<file path="src/hbbtm_pkg.sv">
`default_nettype none
package hbbtm_pkg;

   localparam int NUM_ENTRIES_DEF = 32;
   localparam int NUM_BUCKETS_DEF = 13;

   // sized for the top of the parameter ranges
   localparam int IDX_W = 8;
   localparam int BKT_W = 6;

   localparam logic [11:0] HASH_MULT = 12'd2591;
   localparam logic [7:0]  CNT_MAX   = 8'd255;

   typedef enum logic [1:0] {
      ACT_GET     = 2'd0,
      ACT_RELEASE = 2'd1,
      ACT_PIN     = 2'd2,
      ACT_UNPIN   = 2'd3
   } action_type;

   typedef enum logic [1:0] {
      ST_HIT   = 2'd0,
      ST_MISS  = 2'd1,
      ST_NOBUF = 2'd2,
      ST_SAT   = 2'd3
   } status_type;

   typedef struct packed {
      logic [7:0]       dev;
      logic [31:0]      blk;
      logic [BKT_W-1:0] bkt;
      logic [IDX_W-1:0] idx;
   } query_type;

   typedef struct packed {
      logic             hit_found;
      logic [IDX_W-1:0] hit_idx;
      logic [31:0]      hit_place;
      logic             hit_valid;
      logic [7:0]       hit_cnt;
      logic             free_found;
      logic [IDX_W-1:0] free_idx;
      logic [BKT_W-1:0] free_dist;
      logic [31:0]      free_stamp;
      logic [31:0]      free_place;
      logic             tgt_valid;
      logic [7:0]       tgt_cnt;
   } scan_token_type;

   typedef struct packed {
      logic             en;
      logic [IDX_W-1:0] idx;
      logic             set_tag;
      logic [7:0]       dev;
      logic [31:0]      blk;
      logic             set_cnt;
      logic [7:0]       cnt;
      logic             set_stamp;
      logic [31:0]      stamp;
      logic             set_valid;
      logic             set_bucket;
      logic [BKT_W-1:0] bkt;
      logic [31:0]      place;
   } update_type;

endpackage
`default_nettype wire

</file>
<file path="src/hbbtm_hash.sv">
`default_nettype none
module hbbtm_hash #(
   parameter int NUM_BUCKETS = hbbtm_pkg::NUM_BUCKETS_DEF
) (
   input  wire logic                         clock,
   input  wire logic                         reset,
   input  wire logic                         start,
   input  wire logic [7:0]                   dev,
   input  wire logic [31:0]                  blk,
   output logic                              done,
   output logic [hbbtm_pkg::BKT_W-1:0]       bucket
);
   localparam int RW = hbbtm_pkg::BKT_W;

   // residue of (r * 256) for every possible remainder r
   function automatic logic [64*8-1:0] build_shift_tbl();
      logic [64*8-1:0] t;
      t = '0;
      for (int r = 0; r < 64; r++) begin
         t[r*8 +: 8] = 8'((r * 256) % NUM_BUCKETS);
      end
      return t;
   endfunction

   // residue of every byte value
   function automatic logic [256*8-1:0] build_byte_tbl();
      logic [256*8-1:0] t;
      t = '0;
      for (int v = 0; v < 256; v++) begin
         t[v*8 +: 8] = 8'(v % NUM_BUCKETS);
      end
      return t;
   endfunction

   localparam logic [64*8-1:0]  SHIFT_TBL = build_shift_tbl();
   localparam logic [256*8-1:0] BYTE_TBL  = build_byte_tbl();

   logic [31:0]   sum_ff;
   logic [RW-1:0] rem_ff, rem_in;
   logic [1:0]    cnt_ff;
   logic          busy_ff, done_ff;
   logic [7:0]    shift_part, byte_part;
   logic [RW:0]   fold;
   logic [19:0]   prod;

   assign prod = 20'(dev) * 20'(hbbtm_pkg::HASH_MULT);

   // one byte per step, most significant first
   always_comb begin
      shift_part = SHIFT_TBL[{rem_ff, 3'b000} +: 8];
      byte_part  = BYTE_TBL[{sum_ff[31:24], 3'b000} +: 8];
      fold       = (RW+1)'(shift_part) + (RW+1)'(byte_part);
      if (fold >= (RW+1)'(NUM_BUCKETS)) begin
         fold = fold - (RW+1)'(NUM_BUCKETS);
      end
      rem_in = RW'(fold);
   end

   always_ff @(posedge clock) begin
      if (reset) begin
         busy_ff <= 1'b0;
         done_ff <= 1'b0;
         cnt_ff  <= '0;
         rem_ff  <= '0;
         sum_ff  <= '0;
      end else begin
         done_ff <= 1'b0;
         if (start) begin
            sum_ff  <= 32'(prod) + blk;
            rem_ff  <= '0;
            cnt_ff  <= '0;
            busy_ff <= 1'b1;
         end else if (busy_ff) begin
            rem_ff <= rem_in;
            sum_ff <= {sum_ff[23:0], 8'd0};
            cnt_ff <= cnt_ff + 2'd1;
            if (cnt_ff == 2'd3) begin
               busy_ff <= 1'b0;
               done_ff <= 1'b1;
            end
         end
      end
   end

   assign done   = done_ff;
   assign bucket = rem_ff;
endmodule
`default_nettype wire

</file>
<file path="config.mk">
export PLATFORM = sky130hd
export DESIGN_NAME = hbbtm_hash
export DESIGN_NICKNAME = d
export VERILOG_FILES = /design/src/hbbtm_pkg.sv /design/src/hbbtm_hash.sv
export SDC_FILE = /design/constraint.sdc
export NUM_CORES = 1
export LEC_CHECK = 0
export ABC_CLOCK_PERIOD_IN_PS = 5700
export BUFFER_PORTS_ARGS = -buffer_cell sky130_fd_sc_hd__buf_2
export CORE_MARGIN = 2
export CORE_UTILIZATION = 55
export CTS_CLUSTER_DIAMETER = 150
export DETAILED_ROUTE_END_ITERATION = 8
export HOLD_SLACK_MARGIN = 0.02
export PLACE_DENSITY = 0.82
export SYNTH_ARGS = -nofsm -noshare
export SYNTH_HDL_FRONTEND = slang
export SYNTH_SLANG_ARGS = --single-unit
</file>
<file path="constraint.sdc">
create_clock -name clock -period 5.7 [get_ports clock]
set_input_delay 0 -clock clock [delete_from_list [all_inputs] [get_ports clock]]
set_output_delay 0 -clock clock [all_outputs]
set_load 0.02 [all_outputs]
</file>
==> qor.txt <==
===============================================================================================
Half-perimeter wire length after detailed placement                                    12700 µm
Number of violations of the max-capacitance limit                                             0
Layout overhead on the synthesized area                                                   5.67%
Number of ports placed on the die boundary                                                   50
Logic pwr share                                                                           0.698
Avg Cell Area, Syn                                                                     7.84 µm²
Global placer's final weighted congestion                                                 0.924
Arrival time reported for the critical path endpoint                                    4.91 ns
TritonRoute pass-1 iters                                                                      6
Diode count                                                                                   0
Slew at the pin with the worst max-slew slack                                          0.984 ns
Leak Pwr                                                                                3.36 nW
Syn_nets                                                                                   1057
Clock latency reported for the late side of the worst-skew pair                         0.29 ns
Routed wire length per instance                                                         15.3 µm
First-pass GRT wire length                                                             27900 µm
Largest fanout on the critical path                                                          17
TritonCTS clock tree                                                                        yes
Worst-case clock buffer depth                                                                 2
Area share of the leading cell type in the synthesized netlist                            0.156
Total Nets Final                                                                           1065
Cell type with the highest aggregate area in the netlist                           sky130_fd_sc_hd__ha_1
Areal power density over the cells                                                   322 nW/µm²
Root buffer cell                                                                   sky130_fd_sc_hd__clkbuf_16
Maximum number of pins on one net before global-route repair                                 47
Met3 Routed Length                                                                       676 µm
Net switching power                                                                     1.17 mW
Hold Fails Final Rpt                                                                          0
IO Port Bufs                                                                                 49
Share of total power in sequential cells                                                  0.183
Unrepaired setup endpoints after global routing                                              no
Final cycle utilization of the critical path                                              0.843
Outcome                                                                               completed
Sequential cell area fraction in the yosys report                                         0.120
Number of levels in the clock H-tree                                                          2
DRT iter0 DRCs                                                                              597
Die span in y                                                                            117 µm
Nature of the critical path startpoint                                                     flop
Async S/R FF share, synth                                                                     0
Switching part of the total                                                               0.492
CP Class                                                                             reg -> reg
Number of register bits inferred by synthesis                                                42
Maximum vdd ir drop                                                                      214 µV
Number of enable flip-flop cells after synthesis                                              0
Adder-cell share of the synthesized area                                                  0.257
Initial Util                                                                              0.559
Residual DRC count                                                                            0
Final Hold Slack                                                                      0.0633 ns
Maximum clock rate                                                                    0.208 GHz
Int Power                                                                               1.21 mW
Clock net sink count                                                                         42
Req. time, crit path                                                                    5.80 ns
Dominant combinational cell family by area after synthesis                         compound AO/OA/AOI/OAI gates
Core box area                                                                         12500 µm²
Accumulated negative setup slack                                                           0 ns
Ranking of synthesized cells by instance count                                     102 x sky130_fd_sc_hd__inv_1, 87 x sky130_fd_sc_hd__ha_1, 64 x sky130_fd_sc_hd__a21oi_1, 64 x sky130_fd_sc_hd__nor2_1, 53 x sky130_fd_sc_hd__o21ai_0
Compound-cell area share of the yosys netlist                                             0.260
Vias after detailed routing                                                                6466
Most used flip-flop cell after synthesis                                           sky130_fd_sc_hd__dfxtp_1
Number of antenna violations at the first check in global routing                             0
Number of vias per cell after detailed routing                                             6.03
Endpoint kind of the worst setup timing path                                               flop
Number of placement rows                                                                     41
Total of fill cells in the finished design                                                 1192
Simple-gate share of the synthesized area                                                 0.175
Length of routed wiring on met1                                                         7400 µm
Leftover overflow at the end of global routing                                                0
Clock power share                                                                         0.119
Clock period minus final worst setup slack                                              4.81 ns
Fraction of layout instances using a drive strength above 1                               0.111
Final Routed Wirelength                                                                16400 µm
Xor and xnor area share after synthesis                                                  0.0163
DIE AREA                                                                              13600 µm²
Post-CTS resize count                                                                         0
Highest layer used for signal routing                                                      met4
Most instantiated library cell after synthesis                                     sky130_fd_sc_hd__inv_1
Yosys synthesis warning count                                                                 0
Sum of met2 wire segment lengths after detailed routing                                 8050 µm
Max-slew violations                                                                           0
Die span in x                                                                            117 µm
Clock input transition at the sequential cells of the worst setup and hold paths        0.06 ns
Total CTS buffers                                                                             5
Class of the worst hold path                                                          in -> reg
Mapped Area                                                                            6990 µm²
Area of the multi-input gates                                                          5460 µm²
Sequential cell area                                                                    843 µm²
Multiplexer share of the synthesized area                                                0.0718
Ranking of synthesized cells by area                                               sky130_fd_sc_hd__ha_1 16%, sky130_fd_sc_hd__dfxtp_1 12%, sky130_fd_sc_hd__fa_1 10%
Normalized max-slew margin                                                                0.343
Total routing resource utilization after global routing                                   0.248
Number of global-route vias before repair                                                  5959
Number of setup violations in the final report                                                0
Post-synthesis instance total                                                               892
Clock skew                                                                            0.0116 ns
Remaining antenna violation count                                                             0
Count of cell types in the netlist                                                           82
===============================================================================================
-- stage by stage --
step	setup slack, ns	util	instances	instance area (µm²)	power, mW
floorplan	1.43	-	892	6990	1.75
global placement	1.19	0.576	1062	7220	2.05
detailed placement	1.02	0.576	1062	7220	2.08
CTS	1.01	0.590	1073	7390	2.37
global route	0.631	0.590	1073	7390	2.62
finish	0.893	0.590	1073	7390	2.38
-- power groups by stage --
stage	Clock (mW)	Combinational, mW	Sequential, mW
floorplan	0	1.37	0.388
global route	0.294	1.89	0.444
finish	0.282	1.66	0.436
global placement	0	1.61	0.439
detailed placement	0	1.64	0.439
CTS	0.283	1.66	0.433
-- critical path, cell delays in order (launching register included) --
cell	delay, ns
sky130_fd_sc_hd__dfxtp_1	0.70
sky130_fd_sc_hd__inv_1	0.28
sky130_fd_sc_hd__ha_1	0.49
sky130_fd_sc_hd__nor2b_1	0.21
sky130_fd_sc_hd__a31oi_1	0.20
sky130_fd_sc_hd__nor2_1	0.06
sky130_fd_sc_hd__a311oi_1	0.37
sky130_fd_sc_hd__a21oi_1	0.07
sky130_fd_sc_hd__mux4_2	0.50
sky130_fd_sc_hd__fa_1	0.53
sky130_fd_sc_hd__ha_1	0.24
sky130_fd_sc_hd__or2_2	0.30
sky130_fd_sc_hd__a31oi_1	0.35
sky130_fd_sc_hd__or4_1	0.17
sky130_fd_sc_hd__o311ai_0	0.15
-- routing by layer --
| metal | GRT usage | up-vias |
|---|---|---|
| met3 | 0.0218 | 27 |
| met4 | 0.0620 | 0 |
| li1 | - | 3214 |
| met2 | 0.422 | 192 |
| met5 | 0 | - |
| met1 | 0.341 | 3033 |
-- timing repair --
action                                  CTS  global route
setup buffers                             0             0
hold buffers                              3             0
endpoints found under the setup margin    0             0
hold endpoints to repair                  3             0
-- state kept, by name (all words and copies together) (netlist names) --
signal   cells
bucket       6
busy_ff      1
done         1
sum_ff      32
cnt_ff       2
-- layout by cell type, fill, tap and decap left out, types with 7 or more instances in the layout --
| cell type | instances |
|---|---|
| sky130_fd_sc_hd__o22ai_1 | 8 |
| sky130_fd_sc_hd__dfxtp_1 | 40 |
| sky130_fd_sc_hd__inv_1 | 102 |
| sky130_fd_sc_hd__ha_1 | 87 |
| sky130_fd_sc_hd__nor3_1 | 21 |
| sky130_fd_sc_hd__nand4_1 | 7 |
| sky130_fd_sc_hd__nand2_1 | 47 |
| sky130_fd_sc_hd__a31oi_1 | 16 |
| sky130_fd_sc_hd__buf_2 | 49 |
| sky130_fd_sc_hd__a211o_1 | 7 |
| sky130_fd_sc_hd__nand3_1 | 12 |
| sky130_fd_sc_hd__a311oi_1 | 7 |
| sky130_fd_sc_hd__o211ai_1 | 17 |
| sky130_fd_sc_hd__buf_4 | 7 |
| sky130_fd_sc_hd__nor2b_1 | 15 |
| sky130_fd_sc_hd__mux2i_1 | 31 |
| sky130_fd_sc_hd__nor2_1 | 64 |
| sky130_fd_sc_hd__a21oi_1 | 64 |
| sky130_fd_sc_hd__xnor2_1 | 10 |
| sky130_fd_sc_hd__o21ai_1 | 8 |
| sky130_fd_sc_hd__and3_1 | 12 |
| sky130_fd_sc_hd__nand2b_1 | 21 |
| sky130_fd_sc_hd__a211oi_1 | 23 |
| sky130_fd_sc_hd__o21a_1 | 8 |
| sky130_fd_sc_hd__a21o_1 | 12 |
| sky130_fd_sc_hd__o21ai_0 | 53 |
| sky130_fd_sc_hd__fa_1 | 35 |
-- kinds of logic after synthesis --
family	Yosys count
adder cells (fa/ha/maj)	123
flip-flops	42
XOR/XNOR	13
multiplexers	42
buffers and inverters	164
AO/OA/AOI/OAI	269
AND/OR/NAND/NOR	239
-- area by class of cell --
type | instances | area share
Clock buffer | 6 | 0.0174
Clock inverter | 2 | 0.00186
Inverter | 106 | 0.0545
Multi-Input combinational cell | 686 | 0.739
Sequential cell | 42 | 0.114
Tap cell | 172 | 0.0291
Timing Repair Buffer | 59 | 0.0444
-- final timing paths --
path	startpoint	to	slack (ns)	depth (start not counted)
setup / recovery	sum_ff[25]	bucket[0]	0.89	14
setup reg to reg	sum_ff[25]	bucket[0]	0.89	14
hold reg to reg	cnt_ff[1]	cnt_ff[1]	0.51	2
hold / removal	blk[26]	sum_ff[26]	0.06	4
(Power assumes the default switching activity.)
