===== src/hbbtm_pkg.sv =====
`default_nettype none
package hbbtm_pkg;

   localparam int NUM_ENTRIES_DEF = 32;
   localparam int NUM_BUCKETS_DEF = 13;

   // sized for the top of the parameter ranges
   localparam int IDX_W = 8;
   localparam int BKT_W = 6;

   localparam logic [11:0] HASH_MULT = 12'd2591;
   localparam logic [7:0]  CNT_MAX   = 8'd255;

   typedef enum logic [1:0] {
      ACT_GET     = 2'd0,
      ACT_RELEASE = 2'd1,
      ACT_PIN     = 2'd2,
      ACT_UNPIN   = 2'd3
   } action_type;

   typedef enum logic [1:0] {
      ST_HIT   = 2'd0,
      ST_MISS  = 2'd1,
      ST_NOBUF = 2'd2,
      ST_SAT   = 2'd3
   } status_type;

   typedef struct packed {
      logic [7:0]       dev;
      logic [31:0]      blk;
      logic [BKT_W-1:0] bkt;
      logic [IDX_W-1:0] idx;
   } query_type;

   typedef struct packed {
      logic             hit_found;
      logic [IDX_W-1:0] hit_idx;
      logic [31:0]      hit_place;
      logic             hit_valid;
      logic [7:0]       hit_cnt;
      logic             free_found;
      logic [IDX_W-1:0] free_idx;
      logic [BKT_W-1:0] free_dist;
      logic [31:0]      free_stamp;
      logic [31:0]      free_place;
      logic             tgt_valid;
      logic [7:0]       tgt_cnt;
   } scan_token_type;

   typedef struct packed {
      logic             en;
      logic [IDX_W-1:0] idx;
      logic             set_tag;
      logic [7:0]       dev;
      logic [31:0]      blk;
      logic             set_cnt;
      logic [7:0]       cnt;
      logic             set_stamp;
      logic [31:0]      stamp;
      logic             set_valid;
      logic             set_bucket;
      logic [BKT_W-1:0] bkt;
      logic [31:0]      place;
   } update_type;

endpackage
`default_nettype wire


===== src/hbbtm_cell.sv =====
`default_nettype none
module hbbtm_cell #(
   parameter int NUM_BUCKETS = hbbtm_pkg::NUM_BUCKETS_DEF,
   parameter int CELL_ID     = 0
) (
   input  wire logic                      clock,
   input  wire logic                      reset,
   input  wire hbbtm_pkg::query_type      query,
   input  wire hbbtm_pkg::update_type     upd,
   input  wire hbbtm_pkg::scan_token_type tok_in,
   output hbbtm_pkg::scan_token_type      tok_out
);
   localparam int BW = hbbtm_pkg::BKT_W;
   localparam logic [hbbtm_pkg::IDX_W-1:0] MY_IDX = hbbtm_pkg::IDX_W'(CELL_ID);

   logic [7:0]    dev_ff;
   logic [31:0]   blk_ff;
   logic [7:0]    cnt_ff;
   logic [31:0]   stamp_ff;
   logic          valid_ff;
   logic [BW-1:0] bucket_ff;
   logic [31:0]   place_ff;

   hbbtm_pkg::scan_token_type tok_ff, tok_in_next;
   logic [BW:0]   bkt_gap_wide;
   logic [BW-1:0] bkt_gap;
   logic          match, better;

   always_comb begin
      if (bucket_ff >= query.bkt) begin
         bkt_gap_wide = {1'b0, bucket_ff} - {1'b0, query.bkt};
      end else begin
         bkt_gap_wide = {1'b0, bucket_ff} + (BW+1)'(NUM_BUCKETS) - {1'b0, query.bkt};
      end
      bkt_gap = BW'(bkt_gap_wide);
      match = (bucket_ff == query.bkt) && (dev_ff == query.dev) && (blk_ff == query.blk);
      better = !tok_in.free_found || (bkt_gap < tok_in.free_dist) ||
               ((bkt_gap == tok_in.free_dist) && ((stamp_ff < tok_in.free_stamp) ||
               ((stamp_ff == tok_in.free_stamp) && (place_ff > tok_in.free_place))));

      tok_in_next = tok_in;
      if (match && (!tok_in.hit_found || (place_ff > tok_in.hit_place))) begin
         tok_in_next.hit_found = 1'b1;
         tok_in_next.hit_idx   = MY_IDX;
         tok_in_next.hit_place = place_ff;
         tok_in_next.hit_valid = valid_ff;
         tok_in_next.hit_cnt   = cnt_ff;
      end
      if ((cnt_ff == 8'd0) && better) begin
         tok_in_next.free_found = 1'b1;
         tok_in_next.free_idx   = MY_IDX;
         tok_in_next.free_dist  = bkt_gap;
         tok_in_next.free_stamp = stamp_ff;
         tok_in_next.free_place = place_ff;
      end
      if (query.idx == MY_IDX) begin
         tok_in_next.tgt_valid = valid_ff;
         tok_in_next.tgt_cnt   = cnt_ff;
      end
   end

   always_ff @(posedge clock) begin
      tok_ff <= tok_in_next;
   end

   always_ff @(posedge clock) begin
      if (reset) begin
         dev_ff    <= '0;
         blk_ff    <= '0;
         cnt_ff    <= '0;
         stamp_ff  <= '0;
         valid_ff  <= 1'b0;
         bucket_ff <= '0;
         place_ff  <= 32'(CELL_ID);
      end else if (upd.en && (upd.idx == MY_IDX)) begin
         if (upd.set_tag) begin
            dev_ff <= upd.dev;
            blk_ff <= upd.blk;
         end
         if (upd.set_cnt) begin
            cnt_ff <= upd.cnt;
         end
         if (upd.set_stamp) begin
            stamp_ff <= upd.stamp;
         end
         if (upd.set_valid) begin
            valid_ff <= 1'b1;
         end
         if (upd.set_bucket) begin
            bucket_ff <= upd.bkt;
            place_ff  <= upd.place;
         end
      end
   end

   assign tok_out = tok_ff;
endmodule
`default_nettype wire


===== config.mk =====
export PLATFORM = sky130hd
export DESIGN_NAME = hbbtm_cell
export DESIGN_NICKNAME = d
export VERILOG_FILES = /design/src/hbbtm_pkg.sv /design/src/hbbtm_cell.sv
export SDC_FILE = /design/constraint.sdc
export NUM_CORES = 1
export LEC_CHECK = 0
export ABC_AREA = 1
export BUFFER_PORTS_ARGS = -buffer_cell sky130_fd_sc_hd__buf_4
export CAP_MARGIN = 20
export CORE_MARGIN = 1.5
export CORE_UTILIZATION = 40
export CTS_CLUSTER_DIAMETER = 60
export DETAILED_ROUTE_END_ITERATION = 10
export PLACE_DENSITY = 0.67
export SLEW_MARGIN = 20
export SYNTH_ARGS = -nofsm -noshare
export SYNTH_HDL_FRONTEND = slang
export SYNTH_SLANG_ARGS = --single-unit

===== constraint.sdc =====
create_clock -name clock -period 4 [get_ports clock]
set_clock_uncertainty 0.05 [all_clocks]
set_input_delay 0.4 -clock clock [delete_from_list [all_inputs] [get_ports clock]]
set_output_delay 0.4 -clock clock [all_outputs]
set_load 0.02 [all_outputs]

==> results of run 1 <==
[Yosys cell counts (all sizes together) (2+ instances only)]
cell type and n:
a211oi 23, o21a 4, a21oi 158, nand3 132, xnor2 5, nor3b 2
dfxtp 257, inv 171, nor2 70, o211ai 2, fa 3, and2 2
nor3 6, nand4 111, ha 116, clkbuf 47, or2 2, o21ai 16
xor2 33, o22ai 2, a21boi 8, nor4 11, buf 49, nand2 429
a31oi 2, a21o 2
[kinds of logic (layout without fill, tap and decap cells)]
| kind of cell | count (synthesis) | count (layout) |
|---|---|---|
| AO/OA/AOI/OAI | 221 | 221 |
| XOR/XNOR | 38 | 38 |
| adder cells (fa/ha/maj) | 119 | 119 |
| buffers and inverters | 268 | 714 |
| flip-flops | 257 | 257 |
| other | 0 | 3 |
| AND/OR/NAND/NOR | 768 | 768 |
[cells in the final DEF, fill, tap and decap left out, drive strengths merged, types with 4 or more instances in the layout]
cell type,n
nand2,429
clkbuf,45
inv,175
dfxtp,257
o21a,4
nor3,6
nand3,132
xnor2,5
a21oi,158
nor2,70
xor2,33
buf,481
ha,116
o21ai,16
a21boi,8
nor4,11
nand4,111
a211oi,23
clkinv,10
[critical path: stages, from the launching register on]
cell and delay (ns):
dfxtp_1 0.31, inv_1 0.08, ha_1 0.14, inv_1 0.06
fa_1 0.40, nand3_1 0.10, nand2_1 0.07, and2_1 0.15
nand2_1 0.06, nand3_1 0.14, inv_1 0.19, nand2_1 0.06
o21ai_0 0.07, inv_1 0.08, ha_1 0.31, nand4_1 0.11
o21bai_1 0.17, a31oi_1 0.19, nand2_2 0.12, nand2_2 0.10
buf_4 0.33, nand2_1 0.10, nand2_1 0.08
[power by group]
part           internal (uW)  total (uW)  switching (uW)  leakage (uW)
Sequential              2690        2730            40.7       0.00210
Combinational            490        1100             614       0.00619
Clock                   1920        3120            1200      0.000580
Total                   5100        6950            1860       0.00887
[worst max-delay path by stage]
stage | to | slack (ns) | cells past startpoint
floorplan | tok_out[58] | 0.79 | 20
global placement | tok_out[44] | 0.40 | 21
detailed placement | tok_out[26] | 0.31 | 21
CTS | tok_out[26] | 0.46 | 22
global route | tok_out[35] | 0.03 | 22
finish | tok_out[26] | 0.46 | 22
[registers in the layout (all words and copies together) (netlist names)]
register,cells
tok_out,138
blk_ff,32
place_ff,32
stamp_ff,32
cnt_ff,8
dev_ff,8
bucket_ff,6
valid_ff,1
[per-stage QoR]
step	util	cell area [um2]	power, uW	cells
3_5_place_dp	0.524	16500	3890	2458
2_1_floorplan	-	12900	3280	1671
3_3_place_gp	0.524	16500	3870	2458
4_1_cts	0.561	17700	7020	2519
6_report	0.562	17700	6950	2522
5_1_grt	0.562	17700	7240	2522
[final cells by class]
cell class / instances / area [um2]
clock buffers: 45 / 963
repair buffers: 481 / 3650
diodes: 3 / 7.51
well taps: 402 / 503
clock inverters: 16 / 210
flip-flops and latches: 257 / 5140
inverters: 172 / 646
multi-input cells: 1146 / 6600
fillers: 2969 / 13800
[layer usage]
metal	wire, um	global-route usage	up-vias
met1	17400	0.309	5933
met3	3450	0.0589	107
li1	-	-	6419
met5	13	0	-
met4	1970	0.126	2
met2	20600	0.430	549
==> results.md, run 1 <==
* Vias in the first global route at 12600
* CTS H-tree lvls at 2
* R2r setup slk at 0.46 ns
* Required @ worst endpoint at about 4.4 ns
* Max-cap check violation count at 0
* Period utilisation layout at 0.886
* FP Rows at 65
* First-pass GRT wire length at 67300 um
* Nets at 2537
* Drt drc at 0
* Worst reg-to-reg path cell count at 22
* Startpoint Class: flip-flop
* Hold Crit Depth at 3
* Critical path peak fanout at 28
* Worst Tran Pin Value at 0.805 ns
* Gr ovfl total at 0
* RSZ-0062 raised after global routing: no
* Rel. slew slack at 0.462
* Synth-to-layout area growth at 37.9%
* Netlist cell types at between 40 and 50
* Post-synthesis adder-cell area fraction at 0.118
* Routed wire length at 43500 um
* DR iter-0 viols at 726
* Layout cells sized above 1 at 0.267
* Skew-Pair Late Insertion Delay at 0.51 ns
* Routability cong. at approximately 0.9
* Cell area power density at 392 nW/um2
* DR vias at between 10000 and 15000
* Share of the synthesized area in the top cell type at 0.400
* Syn Inst Count at roughly 1700
* Crit path kind: flip-flop to flip-flop
* Final Max Slew Viols at 0
* FF-to-FF Start: bucket_ff[0]
* Post-synthesis mux area share at 0
* Detail Route Antenna Nets at 0
* Die width at approximately 180 um
* Largest cells by area after synthesis: dfxtp_1 40%, nand2_1 12%, ha_1 11%
* Net Count, Synth at 2116
* Total Routing Usage GR at 0.256
* Number of vias per cell at 5.16
* R2r endpoint: tok_out[26]
* Endpoints failing setup at 0
* Final worst slack at 0.456 ns
* Fin crit period at 3.54 ns
* Sequential area share after synthesis at 0.400
* Mapped cell area at 12900 um2
* DP Wirelength at between 30000 and 40000 um
* Critical Path Sink Type: flip-flop
* Synth warn at 0
* Worst slack at placement at 0.309 ns
* Ys flop type: dfxtp_1
* Worst min-delay path startpoint: tok_in[68]
* Hold WC Path Type: input port to flip-flop
* Avg WL per Cell at around 17 um
* I/O pins at 464
* Compound-Gate Fraction of Synth Area at 0.101
* Status: finished, final reports clean
* Max clock buf depth at 3
* Hold Path End: tok_out[68]
* Setup TNS at 0 ns
* Synth Area in XOR/XNOR at 0.0259
* #FFs+latches synth at 257
* Pre-antenna DRT Iters at 5
* Simple-gate portion of the synthesized area at 0.267
* Postcts setup bufs at 0
* Clock-pin slew on the worst setup and hold paths at roughly 0.06 ns
* Combinational family with the most area after synthesis: simple AND/OR/NAND/NOR gates
* Pleak at 0.00887 uW
* Die ar. at 33200 um2
* Die H at roughly 180 um
* Pin count of the biggest net entering global routing at 84
* Post-synthesis async set-or-reset flop share at 0
* Initial core utilization at 0.407
* Post-synth EDFFs at 0
* Root Buffer: clkbuf_16
* Port Buffer Count at 463
* Crit path from: bucket_ff[0]
* Mean Syn Cell Area at 7.69 um2
* Initial antenna violation count at 4
* Fin. Hold Viols at 0
* Critical Path AT at between 3 and 4 ns
* # hold bufs at CTS at 0
* TritonCTS clock tree: built
* Achievable Freq at 282 MHz
* Area leader, netlist: dfxtp_1
* Num CTS Buffers at 34
* Post-CTS sizing at 0
* Clock sinks at 257
* Hold Slack at 0.0407 ns
* Max VDD drop at 0.226 mV
* Core area at 31600 um2
(Power assumes the default switching activity.)
==> inputs of run 2 (changes only) <==
--- a/config.mk
+++ b/config.mk
@@ -5,14 +5,12 @@
 export SDC_FILE = /design/constraint.sdc
 export NUM_CORES = 1
 export LEC_CHECK = 0
-export ABC_AREA = 1
 export BUFFER_PORTS_ARGS = -buffer_cell sky130_fd_sc_hd__buf_4
 export CAP_MARGIN = 20
-export CORE_MARGIN = 1.5
-export CORE_UTILIZATION = 40
+export CORE_AREA = 2 2 182 184
 export CTS_CLUSTER_DIAMETER = 60
 export DETAILED_ROUTE_END_ITERATION = 10
-export PLACE_DENSITY = 0.67
+export DIE_AREA = 0 0 184 186
 export SLEW_MARGIN = 20
 export SYNTH_ARGS = -nofsm -noshare
 export SYNTH_HDL_FRONTEND = slang
==> run 2 against run 1 <==
  * The flow now finishes with violations (setup timing)
  * Sequential share of layout area down 0.74 points
  * Wire length down 3.5%
  * Via count down 15%
  * Maximum frequency down 12%
  * Area after synthesis down 6.8%
  * Clock-buffer cell count down 3
  * Critical path depth down 3
  * Global-route usage down 3.3 points
  * Clock power down 13%
  * Highest routed layer unchanged
==> results.md, run 2 <==
* Final Max Slew Viols at 0 (unchanged)
* Sw power at 1700 uW (was 1860 uW)
* Gr ovfl total at 0 (unchanged)
* Core area at 32200 um2 (was 31600 um2)
* Register Area at 5150 um2 (was 5140 um2)
* Mean Syn Cell Area at 9.13 um2 (was 7.69 um2)
* Number of vias per cell at 4.82 (was 5.16)
* Required @ worst endpoint at 4.38 ns (was 4.39 ns)
* Vias in the first global route at 10800 (was 12600)
* Critical Path AT at 4.39 ns (was 3.94 ns)
* Netlist cell types at 44 (unchanged)
* Hold WC Path Type: input port to flip-flop (unchanged)
* Largest cells by area after synthesis: dfxtp_1 43%, ha_1 12%, mux2_1 9.4% (was dfxtp_1 40%, nand2_1 12%, ha_1 11%)
* Delay-heaviest family, CP: simple AND/OR/NAND/NOR gates (unchanged)
* Slowest-stage cell, CP: or4_1 (was fa_1)
* #FFs+latches synth at 257 (unchanged)
* First-pass GRT wire length at 59300 um (was 67300 um)
* Initial antenna violation count at 3 (was 4)
* Hold Slack at 0.0194 ns (was 0.0407 ns)
* Synth-to-layout area growth at 51.9% (was 37.9%)
* Overall power at 6690 uW (was 6950 uW)
* Die ar. at 34200 um2 (was 33200 um2)
* Largest register FFs at 138 (unchanged)
* Multi-input logic area at 6530 um2 (was 6600 um2)
* Comb pwr share at 0.188 (was 0.159)
* Critical Path Sink Type: flip-flop (unchanged)
* Syn Inst Count at 1312 (was 1671)
* Power share of the sequential group at 0.405 (was 0.392)
* Routed wire length at 41900 um (was 43500 um)
* Num CTS Buffers at 30 (was 34)
* DR iter-0 viols at 325 (was 726)
* Failing checks: setup timing
* Initial core utilization at 0.372 (was 0.407)
* Startpoint Class: flip-flop (unchanged)
* DR vias at 11000 (was 13000)
* Port Buffer Count at 463 (unchanged)
* FP Rows at 66 (was 65)
* Clock-pin slew on the worst setup and hold paths at 0.06 ns (about the same)
* Final core occ at 0.565 (was 0.562)
* Drt drc at 0 (unchanged)
* Fin. Hold Viols at 0 (unchanged)
* Root Buffer: clkbuf_16 (unchanged)
* Nets at 2302 (was 2537)
* Crit path kind: flip-flop to flip-flop (unchanged)
* Ys flop type: dfxtp_1 (unchanged)
* Final worst slack at -0.0131 ns (was 0.456 ns)
* Die H at 186 um (was 182 um)
* Layout cells sized above 1 at 0.354 (was 0.267)
* Post-synthesis async set-or-reset flop share at 0 (unchanged)
* Clock sinks at 257 (unchanged)
* Internal power of the cells at 4990 uW (was 5100 uW)
* Switching share of power at 0.254 (was 0.267)
* CTS H-tree lvls at 1 (was 2)
* Skew-Pair Late Insertion Delay at 0.56 ns (was 0.51 ns)
* Max-cap check violation count at 0 (unchanged)
* Pleak at 0.00852 uW (was 0.00887 uW)
* Sequential area share after synthesis at 0.430 (was 0.400)
* Cell area power density at 368 nW/um2 (was 392 nW/um2)
* Pin count of the biggest net entering global routing at 83 (was 84)
* RSZ-0062 raised after global routing: yes (was no)
* Commonest cells after routing, fill and taps aside: 499 x buf_4, 259 x nand2_1, 255 x dfxtp_1, 154 x a21oi_1, 120 x inv_1 (was 478 x buf_4, 427 x nand2_1, 257 x dfxtp_1, 169 x inv_1, 158 x a21oi_1)
* Status: finished with violations (was finished, final reports clean)
* Synth cell count leaders: 260 x nand2_1, 257 x dfxtp_1, 160 x a21oi_1, 122 x inv_1, 116 x ha_1 (was 427 x nand2_1, 257 x dfxtp_1, 169 x inv_1, 158 x a21oi_1, 129 x nand3_1)
* Max clock buf depth at 3 (unchanged)
* Filler cell count at 2911 (was 2969)
* Avg WL per Cell at 18.3 um (was 17.2 um)
* Setup TNS at -0.109 ns (was 0 ns)
* Total Routing Usage GR at 0.224 (was 0.256)
* Period utilisation layout at 1.00 (was 0.886)
* Critical-path cell list: ha_4 -> inv_2 -> or4_1 -> nand2_1 -> nor2_1 -> buf_4 -> buf_6 -> nand2_1 -> o21ai_4 -> ha_4 -> nand4_1 -> nor2_4 -> nand3_4 -> nor2_2 -> o211ai_1 -> a211o_1 -> o211a_2 -> buf_12 -> mux2_4 (was inv_1 -> ha_1 -> inv_1 -> fa_1 -> nand3_1 -> nand2_1 -> and2_1 -> nand2_1 -> nand3_1 -> inv_1 -> nand2_1 -> o21ai_0 -> inv_1 -> ha_1 -> nand4_1 -> o21bai_1 -> a31oi_1 -> nand2_2 -> nand2_2 -> buf_4 -> nand2_1 -> nand2_1)
* Post-synth EDFFs at 0 (unchanged)
* Share of the synthesized area in the top cell type at 0.430 (was 0.400)
* Net Count, Synth at 1757 (was 2116)
* Most frequent cell after synthesis: nand2_1 (unchanged)
* Synth warn at 0 (unchanged)
* Pre-antenna DRT Iters at 7 (was 5)
* Most common cell after layout, fill and taps aside: buf_4 (unchanged)
* Rel. slew slack at 0.321 (was 0.462)
* Critical path peak fanout at 6 (was 28)
* Endpoints failing setup at 17 (was 0)
* Max VDD drop at 0.311 mV (was 0.226 mV)
* Cell count after placement at 2163 (was 2458)
* CP bufs+invs at 4 (was 5)
* Finished Layout Cells at 2290 (was 2522)
* Worst Tran Pin Value at 1.02 ns (was 0.805 ns)
* Mapped cell area at 12000 um2 (was 12900 um2)
* Clock share of power at 0.407 (was 0.449)
* I/O pins at 464 (unchanged)
* Fin crit period at 4.01 ns (was 3.54 ns)
* Achievable Freq at 249 MHz (was 282 MHz)
* DP Wirelength at 30600 um (was 32200 um)
* Die width at 184 um (was 182 um)
* Area leader, netlist: dfxtp_1 (unchanged)
* Routability cong. at 0.859 (was 0.886)
* Detail Route Antenna Nets at 0 (unchanged)
* CP max stage delay at 0.53 ns (was 0.40 ns)
* TritonCTS clock tree: built (unchanged)
[run 2: changes by cell type after synthesis, moves of 39 or more]
cell,change
nor2_1,-46
inv_1,-47
nand2_1,-167
xnor2_1,+39
mux2_1,+100
nand3_1,-108
nand4_1,-81
[run 2: layer usage]
metal	global-route usage	vias to the layer above	share of wire
met2	0.401	376	0.49
met1	0.254	5088	0.40
met5	0	-	0.00019
li1	-	5504	-
met3	0.0689	71	0.087
met4	0.0678	2	0.025
[run 2: cells by family (layout without fill, tap and decap cells)]
group	after synthesis	in the layout	share of synthesized area
simple gates	383	383	0.139
mux	122	122	0.118
flops	257	257	0.430
fa+ha+maj	119	119	0.126
compound gates	208	210	0.0948
buf+inv	176	742	0.0585
xor+xnor	47	47	0.0344
other cells	0	2	0
[run 2: what timing repair did]
action / 4_1_cts / 5_1_grt
pin swaps: 4 / 33
hold buffers: 48 / 0
gates cloned: 1 / 11
gates resized for setup: 7 / 82
endpoints found under the hold margin: 48 / 0
buffers inserted: 4 / 6
setup endpoints to repair: 35 / 77
[run 2: stage by stage]
stage | area, um2 | setup slack (ns)
after floorplan | 12000 | 0.0622
after global placement | 16000 | -0.129
after detailed placement | 16000 | -0.231
after CTS | 17600 | 0.0111
after global routing | 18200 | -0.203
final | 18200 | -0.0131
[run 2: worst paths after layout]
check                                  start           end  slack, ns  cells past startpoint
worst min register to register  bucket_ff[4]  bucket_ff[4]       0.41                      2
worst min-delay path              tok_in[41]   tok_out[41]       0.02                      2
worst max register to register  bucket_ff[2]   tok_out[16]      -0.01                     19
worst max-delay path            bucket_ff[2]   tok_out[16]      -0.01                     19
[run 2: worst register-to-register path, stage by stage, from the launching register on]
cell      delay (ns)
dfxtp_1         0.34
ha_4            0.28
inv_2           0.06
or4_1           0.53
nand2_1         0.11
nor2_1          0.05
buf_4           0.16
buf_6           0.12
nand2_1         0.10
o21ai_4         0.08
ha_4            0.27
nand4_1         0.19
nor2_4          0.17
nand3_4         0.11
nor2_2          0.12
o211ai_1        0.09
a211o_1         0.31
o211a_2         0.27
buf_12          0.19
mux2_4          0.31
[run 2: area by class of cell]
type,count,share of cell area
clock inverters,13,0.00688
inverters,123,0.0255
flip-flops and latches,257,0.283
diodes,2,0.000275
clock buffers,42,0.0471
repair buffers,564,0.251
multi-input cells,881,0.359
well taps,408,0.0281
[run 2: power by group through the flow]
stage          logic (uW)  clock network [uW]  registers [uW]
6_report             1260                2720            2710
3_3_place_gp         1010                   0            2770
3_5_place_dp         1020                   0            2760
4_1_cts              1080                2780            2710
2_1_floorplan         311                   0            2900
5_1_grt              1340                2880            2720
==> inputs of run 3 (changes only) <==
--- a/config.mk
+++ b/config.mk
@@ -5,12 +5,14 @@
 export SDC_FILE = /design/constraint.sdc
 export NUM_CORES = 1
 export LEC_CHECK = 0
+export ABC_AREA = 1
 export BUFFER_PORTS_ARGS = -buffer_cell sky130_fd_sc_hd__buf_4
-export CAP_MARGIN = 20
-export CORE_AREA = 2 2 182 184
+export CORE_MARGIN = 1.5
+export CORE_UTILIZATION = 40
 export CTS_CLUSTER_DIAMETER = 60
+export CTS_CLUSTER_SIZE = 12
 export DETAILED_ROUTE_END_ITERATION = 10
-export DIE_AREA = 0 0 184 186
+export PLACE_DENSITY = 0.67
 export SLEW_MARGIN = 20
 export SYNTH_ARGS = -nofsm -noshare
 export SYNTH_HDL_FRONTEND = slang
==> run 3 against run 2 <==
  * The run now ends clean
  * Cell area grew 1.9%
  * Worst hold slack gained 0.0061 ns
  * Global-route usage grew 3.7 points
  * Register-to-register slack gained 0.47 ns
  * Combinational power shrank 6%
  * Via count grew 21%
  * Clock power shrank 2%
  * Non-clock buffer count grew 22
  * Largest power group is now registers
==> results.md, run 3 (synthesis gave the netlist of run 1 again) <==
* Clock-pin slew on the worst setup and hold paths at 0.06 ns (about the same)
* FF-to-FF Start: bucket_ff[0] (was bucket_ff[2])
* DR iter-0 viols at 703 (was 325)
* RSZ-0062 raised after global routing: no (was yes)
* Hold Slack at 0.0255 ns (was 0.0194 ns)
* Finished Layout Cells at 2611 (was 2290)
* Total Routing Usage GR at 0.261 (was 0.224)
* Initial core utilization at 0.407 (was 0.372)
* Initial antenna violation count at 4 (was 3)
* Power share of the sequential group at 0.414 (was 0.405)
* Routability cong. at 0.886 (was 0.859)
* CTS H-tree lvls at 1 (unchanged)
* Internal power of the cells at 4790 uW (was 4990 uW)
* Max-cap check violation count at 0 (unchanged)
* Top Layer Used: met5 (unchanged)
* Filler cell count at 2847 (was 2911)
* R2r endpoint: tok_out[26] (was tok_out[16])
* Pre-antenna DRT Iters at 5 (was 7)
* Crit path kind: flip-flop to flip-flop (unchanged)
* Largest register FFs at 138 (unchanged)
* Die ar. at 33200 um2 (was 34200 um2)
* Num CTS Buffers at 31 (was 30)
* TritonCTS clock tree: built (unchanged)
* I/O pins at 464 (unchanged)
* Critical Path AT at 3.98 ns (was 4.39 ns)
* Status: finished, final reports clean (was finished with violations)
* Pin count of the biggest net entering global routing at 84 (was 83)
* Number of vias per cell at 5.13 (was 4.82)
* Hold Crit Depth at 3 (was 2)
* Port Buffer Count at 463 (unchanged)
* Endpoints failing setup at 0 (was 17)
* Startpoint Class: flip-flop (unchanged)
* Worst min-delay path startpoint: tok_in[37] (was tok_in[41])
* Period utilisation layout at 0.885 (was 1.00)
* Postcts setup bufs at 0 (was 4)
* FP Rows at 65 (was 66)
* Hold WC Path Type: input port to flip-flop (unchanged)
* Root Buffer: clkbuf_16 (unchanged)
* Skew-Pair Late Insertion Delay at 0.55 ns (was 0.56 ns)
* Layout cells sized above 1 at 0.251 (was 0.354)
* R2r setup slk at 0.46 ns (was -0.01 ns)
* Most common cell after layout, fill and taps aside: buf_4 (unchanged)
* Vias in the first global route at 13200 (was 10800)
* Critical Path Sink Type: flip-flop (unchanged)
* Achievable Freq at 283 MHz (was 249 MHz)
* Routed wire length at 44600 um (was 41900 um)
* Gr ovfl total at 0 (unchanged)
* Synth-to-layout area growth at 44.3% (was 51.9%)
* Clock sinks at 257 (unchanged)
* Cell area power density at 355 nW/um2 (was 368 nW/um2)
* Drt drc at 0 (unchanged)
* Sw power at 1800 uW (was 1700 uW)
* # hold bufs at CTS at 105 (was 48)
* Comb pwr share at 0.181 (was 0.188)
* Fin. Hold Viols at 0 (unchanged)
* Required @ worst endpoint at 4.44 ns (was 4.38 ns)
* DR vias at 13400 (was 11000)
* Worst Tran Pin Value at 0.823 ns (was 1.02 ns)
* Setup TNS at 0 ns (was -0.109 ns)
* First-pass GRT wire length at 69300 um (was 59300 um)
* Final Max Slew Viols at 0 (unchanged)
* Fin crit period at 3.54 ns (was 4.01 ns)
* Worst reg-to-reg path cell count at 22 (was 19)
* Avg WL per Cell at 17.1 um (was 18.3 um)
* Met3 wire len at 3010 um (was 3640 um)
* Max VDD drop at 0.333 mV (was 0.311 mV)
* Commonest cells after routing, fill and taps aside: 478 x buf_4, 427 x nand2_1, 257 x dfxtp_1, 169 x inv_1, 158 x a21oi_1 (was 499 x buf_4, 259 x nand2_1, 255 x dfxtp_1, 154 x a21oi_1, 120 x inv_1)
* Clock share of power at 0.405 (was 0.407)
* Nets at 2639 (was 2302)
* DR WL met2 at 21600 um (was 20700 um)
* Metal1 wirelength at 18100 um (was 16600 um)
* Critical path peak fanout at 28 (was 6)
* Pleak at 0.00920 uW (was 0.00852 uW)
* Die width at 182 um (was 184 um)
* Post-CTS sizing at 0 (was 7)
* Detail Route Antenna Nets at 0 (unchanged)
* Core area at 31600 um2 (was 32200 um2)
* Hold Path End: tok_out[37] (was tok_out[41])
* DP Wirelength at 32200 um (was 30600 um)
* Crit path from: bucket_ff[0] (was bucket_ff[2])
* Max clock buf depth at 3 (unchanged)
* Rel. slew slack at 0.451 (was 0.321)
* Switching share of power at 0.274 (was 0.254)
* Die H at 182 um (was 186 um)
* Cell count after placement at 2458 (was 2163)
[run 3: cell types whose count changed in the layout (fill, tap and decap cells not counted), moves of 21 or more]
| cell | previous run | this run |
|---|---|---|
| mux2_4 | 48 | 0 |
| xor2_1 | 2 | 33 |
| nand3_1 | 19 | 129 |
| dlygate4sd3_1 | 48 | 105 |
| xnor2_1 | 44 | 5 |
| buf_4 | 499 | 478 |
| nor2_1 | 21 | 69 |
| nand4_1 | 30 | 111 |
| nand2_1 | 259 | 427 |
| mux2_1 | 63 | 0 |
| inv_1 | 120 | 169 |
[run 3: layer usage]
| layer | GRT usage | vias up |
|---|---|---|
| met1 | 0.316 | 6142 |
| met5 | 0 | - |
| met4 | 0.104 | 2 |
| li1 | - | 6609 |
| met3 | 0.0499 | 105 |
| met2 | 0.453 | 526 |
[run 3: area by class of cell]
cell class              count  area (um2)  area share
well taps                 402         503      0.0271
inverters                 172         646      0.0348
multi-input cells        1146        6600       0.356
clock buffers              35         831      0.0448
repair buffers            586        4700       0.253
clock inverters            10         110     0.00594
diodes                      3        7.51    0.000405
flip-flops and latches    257        5140       0.277
[run 3: worst max-delay path by stage]
stage                     cells after the start  slack, ns          end
after floorplan                              20       0.79  tok_out[58]
after global placement                       21       0.40  tok_out[44]
after detailed placement                     21       0.31  tok_out[26]
after CTS                                    22       0.47  tok_out[35]
after global routing                         22       0.03  tok_out[35]
final                                        22       0.46  tok_out[26]
[run 3: through the flow]
step | util | instance area (um2) | worst slack (ns) | power (uW)
final | 0.588 | 18500 | 0.460 | 6590
after global routing | 0.588 | 18500 | 0.0304 | 6850
after CTS | 0.587 | 18500 | 0.470 | 6640
after detailed placement | 0.524 | 16500 | 0.309 | 3890
after global placement | 0.524 | 16500 | 0.397 | 3870
after floorplan | - | 12900 | 0.785 | 3280
[run 3: critical path: stages, from the launching register on]
cell	delay (ns)
dfxtp_1	0.31
inv_1	0.08
ha_1	0.14
inv_1	0.06
fa_1	0.40
nand3_1	0.10
nand2_1	0.07
and2_1	0.15
nand2_1	0.06
nand3_1	0.14
inv_1	0.19
nand2_1	0.06
o21ai_0	0.07
inv_1	0.08
ha_1	0.31
nand4_1	0.11
o21bai_1	0.17
a31oi_1	0.19
nand2_2	0.12
nand2_2	0.10
buf_4	0.32
nand2_1	0.10
nand2_1	0.08
[run 3: power groups by stage]
stage / registers [uW] / logic (uW) / clock network (uW)
floorplan: 2930 / 351 / 0
global placement: 2780 / 1090 / 0
detailed placement: 2780 / 1100 / 0
CTS: 2730 / 1190 / 2720
global route: 2740 / 1290 / 2820
finish: 2730 / 1190 / 2670
